File: src/rtl/lss_pkg.sv
`timescale 1ns / 1ps
// Shared types and constants for the LIFO stack with search.
// No dependencies; used by lifo_stack_with_search and the bench.
package lss_pkg;

  localparam int DEPTH      = 32;
  localparam int DATA_WIDTH = 32;
  localparam int ADDR_W     = $clog2(DEPTH);
  localparam int CNT_W      = $clog2(DEPTH + 1);

  localparam int OP_W     = 2;
  localparam int VALUE_W  = 32;
  localparam int STATUS_W = 3;
  localparam int RANK_W   = 5;
  localparam int FREQ_W   = 6;
  localparam int OCC_W    = 6;

  localparam logic [OP_W-1:0] OpPush   = 2'd0;
  localparam logic [OP_W-1:0] OpPop    = 2'd1;
  localparam logic [OP_W-1:0] OpSearch = 2'd2;
  localparam logic [OP_W-1:0] OpClear  = 2'd3;

  localparam logic [STATUS_W-1:0] StDone  = 3'd0;
  localparam logic [STATUS_W-1:0] StEmpty = 3'd1;
  localparam logic [STATUS_W-1:0] StFull  = 3'd2;
  localparam logic [STATUS_W-1:0] StMatch = 3'd3;
  localparam logic [STATUS_W-1:0] StTotal = 3'd4;

  typedef struct packed {
    logic [OP_W-1:0]           operation;
    logic signed [VALUE_W-1:0] value;
  } req_t;

  typedef struct packed {
    logic [STATUS_W-1:0]       status;
    logic [RANK_W-1:0]         rank;
    logic [FREQ_W-1:0]         frequency;
    logic signed [VALUE_W-1:0] top_value;
    logic [OCC_W-1:0]          occupancy;
    logic                      is_empty;
    logic                      last;
  } res_t;

endpackage

File: src/rtl/lss_ram.sv
`timescale 1ns / 1ps
// Generic single-write, single-read RAM with registered read data.
// No dependencies.
module lss_ram #(
  parameter int Width = 32,
  parameter int Depth = 32
) (
  input  logic                     clk_i,
  input  logic                     we_i,
  input  logic [$clog2(Depth)-1:0] waddr_i,
  input  logic [Width-1:0]         wdata_i,
  input  logic [$clog2(Depth)-1:0] raddr_i,
  output logic [Width-1:0]         rdata_o
);

  logic [Width-1:0] mem_q [Depth];
  logic [Width-1:0] rdata_q;

  always_ff @(posedge clk_i) begin
    if (we_i) begin
      mem_q[waddr_i] <= wdata_i;
    end
    rdata_q <= mem_q[raddr_i];
  end

  assign rdata_o = rdata_q;

endmodule

File: src/rtl/lifo_stack_with_search.sv
`timescale 1ns / 1ps
// Top level of the LIFO stack with search: sequencer, count and top registers.
// Depends on lss_pkg and lss_ram.
//
// Usage:
//   A request (operation, value on req_i) is taken at a clock edge where
//   start is high and busy is low. Results come out on res_o, one cycle
//   each, marked by valid_o; the receiver cannot hold them off.
//   Push, clear, pop or search on an empty stack, and pop of the last entry:
//   one result from the result register; busy stays low, so a request can
//   follow every cycle.
//   Pop that leaves entries behind: the new top is read from the entry RAM
//   and registered into the result in state S_POP (busy for one cycle).
//   Search: the compare unit walks the entries from the top, one entry per
//   cycle through the RAM read port. Each match gives a result as it is
//   found; the total follows after the last entry. The next request is
//   taken once the S_SRCH and S_TOTAL states have finished.
//   Every result carries the top word, the occupancy and an empty flag;
//   last marks the final result of a request.
//   Reset empties the stack at once; entry contents are not cleared.
module lifo_stack_with_search (
  input  logic          clk_i,
  input  logic          rst_ni,
  input  logic          start,
  output logic          busy,
  input  lss_pkg::req_t req_i,
  output logic          valid_o,
  output lss_pkg::res_t res_o
);

  localparam logic [1:0] S_IDLE  = 2'd0;
  localparam logic [1:0] S_POP   = 2'd1;
  localparam logic [1:0] S_SRCH  = 2'd2;
  localparam logic [1:0] S_TOTAL = 2'd3;

  logic [1:0]                       state_q, state_d;
  logic [lss_pkg::CNT_W-1:0]        count_q, count_d;
  logic [lss_pkg::DATA_WIDTH-1:0]   top_q, top_d;
  logic [lss_pkg::DATA_WIDTH-1:0]   val_q, val_d;
  logic [lss_pkg::ADDR_W-1:0]       rank_q, rank_d;
  logic [lss_pkg::CNT_W-1:0]        freq_q, freq_d;
  logic                             valid_q, valid_d;
  lss_pkg::res_t                    res_q, res_d;

  logic                             ram_we;
  logic [lss_pkg::ADDR_W-1:0]       ram_waddr;
  logic [lss_pkg::DATA_WIDTH-1:0]   ram_wdata;
  logic [lss_pkg::ADDR_W-1:0]       ram_raddr;
  logic [lss_pkg::DATA_WIDTH-1:0]   ram_rdata;
  logic                             hit;
  logic                             last_cmp;

  function automatic lss_pkg::res_t mk_res(
    input logic [lss_pkg::STATUS_W-1:0]   status,
    input logic [lss_pkg::RANK_W-1:0]     rank,
    input logic [lss_pkg::CNT_W-1:0]      freq,
    input logic [lss_pkg::CNT_W-1:0]      cnt,
    input logic [lss_pkg::DATA_WIDTH-1:0] top,
    input logic                           last
  );
    lss_pkg::res_t r;
    r.status    = status;
    r.rank      = rank;
    r.frequency = lss_pkg::FREQ_W'(freq);
    r.top_value = (cnt == '0) ? '0 : lss_pkg::VALUE_W'(top);
    r.occupancy = lss_pkg::OCC_W'(cnt);
    r.is_empty  = (cnt == '0);
    r.last      = last;
    return r;
  endfunction

  lss_ram #(
    .Width (lss_pkg::DATA_WIDTH),
    .Depth (lss_pkg::DEPTH)
  ) u_ram (
    .clk_i   (clk_i),
    .we_i    (ram_we),
    .waddr_i (ram_waddr),
    .wdata_i (ram_wdata),
    .raddr_i (ram_raddr),
    .rdata_o (ram_rdata)
  );

  assign busy     = (state_q != S_IDLE);
  assign hit      = (ram_rdata == val_q);
  assign last_cmp = (lss_pkg::CNT_W'(rank_q) == count_q - lss_pkg::CNT_W'(1));

  always_comb begin
    state_d   = state_q;
    count_d   = count_q;
    top_d     = top_q;
    val_d     = val_q;
    rank_d    = rank_q;
    freq_d    = freq_q;
    valid_d   = 1'b0;
    res_d     = res_q;
    ram_we    = 1'b0;
    ram_waddr = lss_pkg::ADDR_W'(count_q);
    ram_wdata = lss_pkg::DATA_WIDTH'(req_i.value);
    ram_raddr = lss_pkg::ADDR_W'(count_q - lss_pkg::CNT_W'(1));
    unique case (state_q)
      S_IDLE: begin
        if (start) begin
          valid_d = 1'b1;
          unique case (req_i.operation)
            lss_pkg::OpPush: begin
              if (count_q == lss_pkg::CNT_W'(lss_pkg::DEPTH)) begin
                res_d = mk_res(lss_pkg::StFull, '0, '0, count_q, top_q, 1'b1);
              end else begin
                ram_we  = 1'b1;
                count_d = count_q + lss_pkg::CNT_W'(1);
                top_d   = ram_wdata;
                res_d   = mk_res(lss_pkg::StDone, '0, '0, count_d, ram_wdata, 1'b1);
              end
            end
            lss_pkg::OpPop: begin
              if (count_q == '0) begin
                res_d = mk_res(lss_pkg::StEmpty, '0, '0, count_q, top_q, 1'b1);
              end else begin
                count_d = count_q - lss_pkg::CNT_W'(1);
                if (count_q == lss_pkg::CNT_W'(1)) begin
                  res_d = mk_res(lss_pkg::StDone, '0, '0, count_d, top_q, 1'b1);
                end else begin
                  // fetch the new top
                  ram_raddr = lss_pkg::ADDR_W'(count_q - lss_pkg::CNT_W'(2));
                  valid_d   = 1'b0;
                  state_d   = S_POP;
                end
              end
            end
            lss_pkg::OpSearch: begin
              if (count_q == '0) begin
                res_d = mk_res(lss_pkg::StEmpty, '0, '0, count_q, top_q, 1'b1);
              end else begin
                valid_d = 1'b0;
                val_d   = lss_pkg::DATA_WIDTH'(req_i.value);
                rank_d  = '0;
                freq_d  = '0;
                state_d = S_SRCH;
              end
            end
            lss_pkg::OpClear: begin
              count_d = '0;
              res_d   = mk_res(lss_pkg::StDone, '0, '0, '0, top_q, 1'b1);
            end
            default: begin
              valid_d = 1'b0;
            end
          endcase
        end
      end
      S_POP: begin
        top_d   = ram_rdata;
        valid_d = 1'b1;
        res_d   = mk_res(lss_pkg::StDone, '0, '0, count_q, ram_rdata, 1'b1);
        state_d = S_IDLE;
      end
      S_SRCH: begin
        // prefetch the entry one below the one being compared
        ram_raddr = lss_pkg::ADDR_W'(count_q - lss_pkg::CNT_W'(2)
                                     - lss_pkg::CNT_W'(rank_q));
        if (hit) begin
          valid_d = 1'b1;
          freq_d  = freq_q + lss_pkg::CNT_W'(1);
          res_d   = mk_res(lss_pkg::StMatch, lss_pkg::RANK_W'(rank_q), '0, count_q,
                           top_q, 1'b0);
        end
        if (last_cmp) begin
          state_d = S_TOTAL;
        end else begin
          rank_d = rank_q + lss_pkg::ADDR_W'(1);
        end
      end
      S_TOTAL: begin
        valid_d = 1'b1;
        res_d   = mk_res(lss_pkg::StTotal, '0, freq_q, count_q, top_q, 1'b1);
        state_d = S_IDLE;
      end
      default: begin
        state_d = S_IDLE;
      end
    endcase
  end

  always_ff @(posedge clk_i or negedge rst_ni) begin
    if (!rst_ni) begin
      state_q <= S_IDLE;
      count_q <= '0;
      valid_q <= 1'b0;
    end else begin
      state_q <= state_d;
      count_q <= count_d;
      valid_q <= valid_d;
    end
  end

  always_ff @(posedge clk_i) begin
    top_q  <= top_d;
    val_q  <= val_d;
    rank_q <= rank_d;
    freq_q <= freq_d;
    res_q  <= res_d;
  end

  assign valid_o = valid_q;
  assign res_o   = res_q;

endmodule

File: config.mk
export PLATFORM = sky130hd
export DESIGN_NAME = lifo_stack_with_search
export DESIGN_NICKNAME = d
export VERILOG_FILES = /design/src/rtl/lss_pkg.sv /design/src/rtl/lss_ram.sv /design/src/rtl/lifo_stack_with_search.sv
export SDC_FILE = /design/constraint.sdc
export NUM_CORES = 1
export LEC_CHECK = 0
export BUFFER_PORTS_ARGS = -buffer_cell sky130_fd_sc_hd__buf_2
export CORE_MARGIN = 1.5
export CORE_UTILIZATION = 62
export CTS_BUF_LIST = sky130_fd_sc_hd__clkbuf_16
export DETAILED_ROUTE_END_ITERATION = 16
export GPL_ROUTABILITY_DRIVEN = 0
export PLACE_DENSITY = 0.83
export SYNTH_ARGS = -nofsm -noshare
export SYNTH_HDL_FRONTEND = slang
export SYNTH_SLANG_ARGS = --single-unit
File: constraint.sdc
create_clock -name clk_i -period 7.2 [get_ports clk_i]
set_input_delay 0.72 -clock clk_i [delete_from_list [all_inputs] [get_ports clk_i]]
set_output_delay 0.72 -clock clk_i [all_outputs]
set_load 0.02 [all_outputs]
==> results.yml <==
route:
  drtAntennaViolNets: 0
  routed_via_density: 7.31
  dr.first_iter.drc_count: 4787
  wl_met3_mm: 16.9
  wl_per_cell_um: 33.9
  drcViolationCount: 0
  drt-met1-wl_mm: 42.1
  wl_met2_mm: 61.3
  wirelength_mm: 129
  first_pass_iters: 7
  vias: 27900
  top_layer: "met5"
sta:
  rsz0062_at_grt: "no"
  setup_violations: 0
  hold_viol_final: 0
  finClkSkew_ns: 0.0451
  fin_crit_ns: 5.14
  slew_headroom_pct: 22.2
  worst_pin_slew_ns: 1.17
  final_max_slew_viol_count: 0
  clock.fmax_ghz: 0.195
  period_share_pct: 71.4
  setup_tns_ns: 0
cts:
  cts_root_buf: "clkbuf_16"
  path_clk_slew_ns: 0.06
  clock_path_buffers: 3
  cts_made_buffers: 110
  clk_latency_ns: 0.71
  cts_sinks: 1194
  cts_tree: "done"
  htreeDepth: 3
  postCtsSetupBuffers: 0
  ctsResizeCount: 0
  holdBufCountCts: 1
layout:
  drive_gt1_share_pct: 20.8
  fin_cells: 3811
  fin_util_pct: 70.3
  nets: 2798
  area_growth_pct: 11.6
  fillCellCount: 4179
worst_setup_path:
  worstSetupEndpointType: "flop"
  crit_slowest_cell: "dfrtp_1"
  path_cells: "inv_1 -> ha_1 -> o21bai_1 -> o211a_1 -> nor3_4 -> a311oi_4 -> buf_12 -> mux4_2 -> and3_1 -> a21oi_1 -> nand4_1"
  rr_startpoint: "count_q[0]"
  crit_arrival_ns: 5.70
  reg2reg_to: "u_ram.rdata_o[11]"
  worst_ep_required_time_ns: 7.76
  critPathKind: "reg2reg"
  crit_family: "compound AO/OA/AOI/OAI gates"
  r2r_cells: 11
  startpoint: "count_q[0]"
  cp_max_fo: 104
  r2r_slack_ns: 2.06
  critPathLaunchType: "flop"
  crit_buf_inv: 2
  critPathMaxStageDelay_ns: 0.72
synth:
  yosysTopAreaCellShare_pct: 73.3
  synth_common_cells: "edfxtp_1 (1153), nand2_1 (217), mux4_2 (190)"
  yosysTopAreaCell: "edfxtp_1"
  synth-async-reset-ratio_pct: 0.754
  yosysWarnings: 0
  syn_area_per_cell_sq_um: 17.9
  synth-seq-cells: 1194
  synth_fp_nets: 2697
  synth_most_common_cell: "edfxtp_1"
  ys_seq_area_share_pct: 75.2
  synthCells: 2639
  ys_types: 65
  synth_edf_count: 1153
  ys.flop_type: "edfxtp_1"
  synthesis.area_sq_um: 47200
  synth.area.top_cells: "edfxtp_1 (73%), mux4_2 (9.1%), a21oi_1 (1.9%), nand2_1 (1.7%), dfxtp_1 (1.4%)"
place:
  dp_cells: 3596
  place_hpwl_mm: 66.4
  portBuffers: 92
grt:
  grt_pass1_wl_mm: 186
  grt_pass1_vias: 28000
  antenna_found_initial: 8
  grt_max_degree: 105
  overflow: 0
  grt_usage_pct: 33.3
power_and_ir_drop:
  ir_drop_uv: 660
  p_leak_nw: 17.3
  total_power_mw: 26.2
  power_per_cell_area_nw_per_um2: 497
die:
  rows: 100
  io-pin-count: 93
  die-area_sq_um: 77800
  core_area_sq_um: 74900
  initial_utilization_pct: 63.0
  die_w_um: 279
  die_h_um: 279
hold_path:
  hold_class: "in2async"
status:
  status: "finished clean"
run:
  maxCapViolCount: 0
[routing by layer]
metal  track usage, %  vias to the layer above
met1             42.2                    13800
met4             20.4                        6
met5                0                        -
met3             8.01                      548
met2             52.8                     2600
li1                 -                    10900
[state kept, by name, indices dropped and copies added, names as in the netlist]
name and flops:
top_q 32, count_q 6, res_o 54, valid_o 1, freq_q 6, rank_q 5
val_q 32, u_ram.mem_q 1024, state_q 2, u_ram.rdata_o 32
[worst reg2reg max path, delay by kind of cell, from the launching register on]
kind	cells	cell delay [ns]
flip-flops	1	0.72
AND/OR/NAND/NOR	3	0.41
multiplexers	1	0.88
adder cells (fa/ha/maj)	1	0.37
AO/OA/AOI/OAI	4	1.74
buffers and inverters	2	0.89
[worst max-delay path by stage]
| stage | to | slack [ns] | cells past startpoint |
|---|---|---|---|
| floorplan | u_ram.mem_q[31][0] | 2.15 | 5 |
| global placement | u_ram.rdata_o[11] | 2.47 | 11 |
| detailed placement | u_ram.rdata_o[11] | 2.26 | 11 |
| CTS | u_ram.rdata_o[15] | 2.22 | 11 |
| global route | u_ram.rdata_o[16] | 1.81 | 11 |
| finish | u_ram.rdata_o[11] | 2.06 | 11 |
[cell families after synthesis]
| group | count (synthesis) | synth area share (%) |
|---|---|---|
| DFF | 1194 | 75.2 |
| and+or+nand+nor | 490 | 4.82 |
| AOI/OAI and AO/OA | 426 | 5.87 |
| muxes | 263 | 10.7 |
| buffers and inverters | 188 | 1.78 |
| xor gates and xnor gates | 57 | 1.09 |
| adders and majority gates | 21 | 0.572 |
[report_power, final]
part           internal [mW]  leakage, nW  switching (mW)
Sequential              8.18         10.8           0.357
Clock                   3.26         1.85            2.57
Combinational           4.26         4.65            7.55
[layout make-up]
type / count / area (sq um) / share of cell area (%)
Sequential cell: 1194 / 35500 / 67.4
Multi-Input combinational cell: 1257 / 11200 / 21.4
Clock inverter: 98 / 870 / 1.65
Antenna cell: 6 / 15.0 / 0.0285
Tap cell: 969 / 1210 / 2.30
Clock buffer: 110 / 2750 / 5.23
Timing Repair Buffer: 158 / 1020 / 1.94
Inverter: 19 / 71.3 / 0.135
[stage by stage]
step,setup WS [ns],hold WS (ns),area (sq um)
2_1_floorplan,2.15,0.424,47200
3_3_place_gp,2.47,0.598,49000
3_5_place_dp,2.26,0.601,49000
4_1_cts,2.22,0.385,52700
5_1_grt,1.81,0.442,52700
6_report,2.06,0.430,52700
[cells in the final DEF (no fill, tap or decap), types with 6 or more instances in the layout]
cell type   count
edfxtp_1     1153
nand2_1       217
mux4_2        190
a21oi_1       177
clkbuf_16     110
buf_2          92
and3_1         72
a22oi_1        66
a31oi_1        65
buf_4          60
nor2_1         56
xnor2_1        47
nand4_1        43
inv_1          42
mux2i_1        40
mux2_2         33
dfxtp_1        32
a32oi_1        31
nor2_4         30
o311ai_1       30
clkinv_1       27
nand3_1        25
ha_1           20
clkinv_2       20
bufinv_16      13
o21ai_0        12
nor3_1         11
xor2_1          9
dfrtp_1         8
and2_1          7
diode_2         6
clkinvlp_4      6
Note: power is estimated with default switching activity, not from simulation.
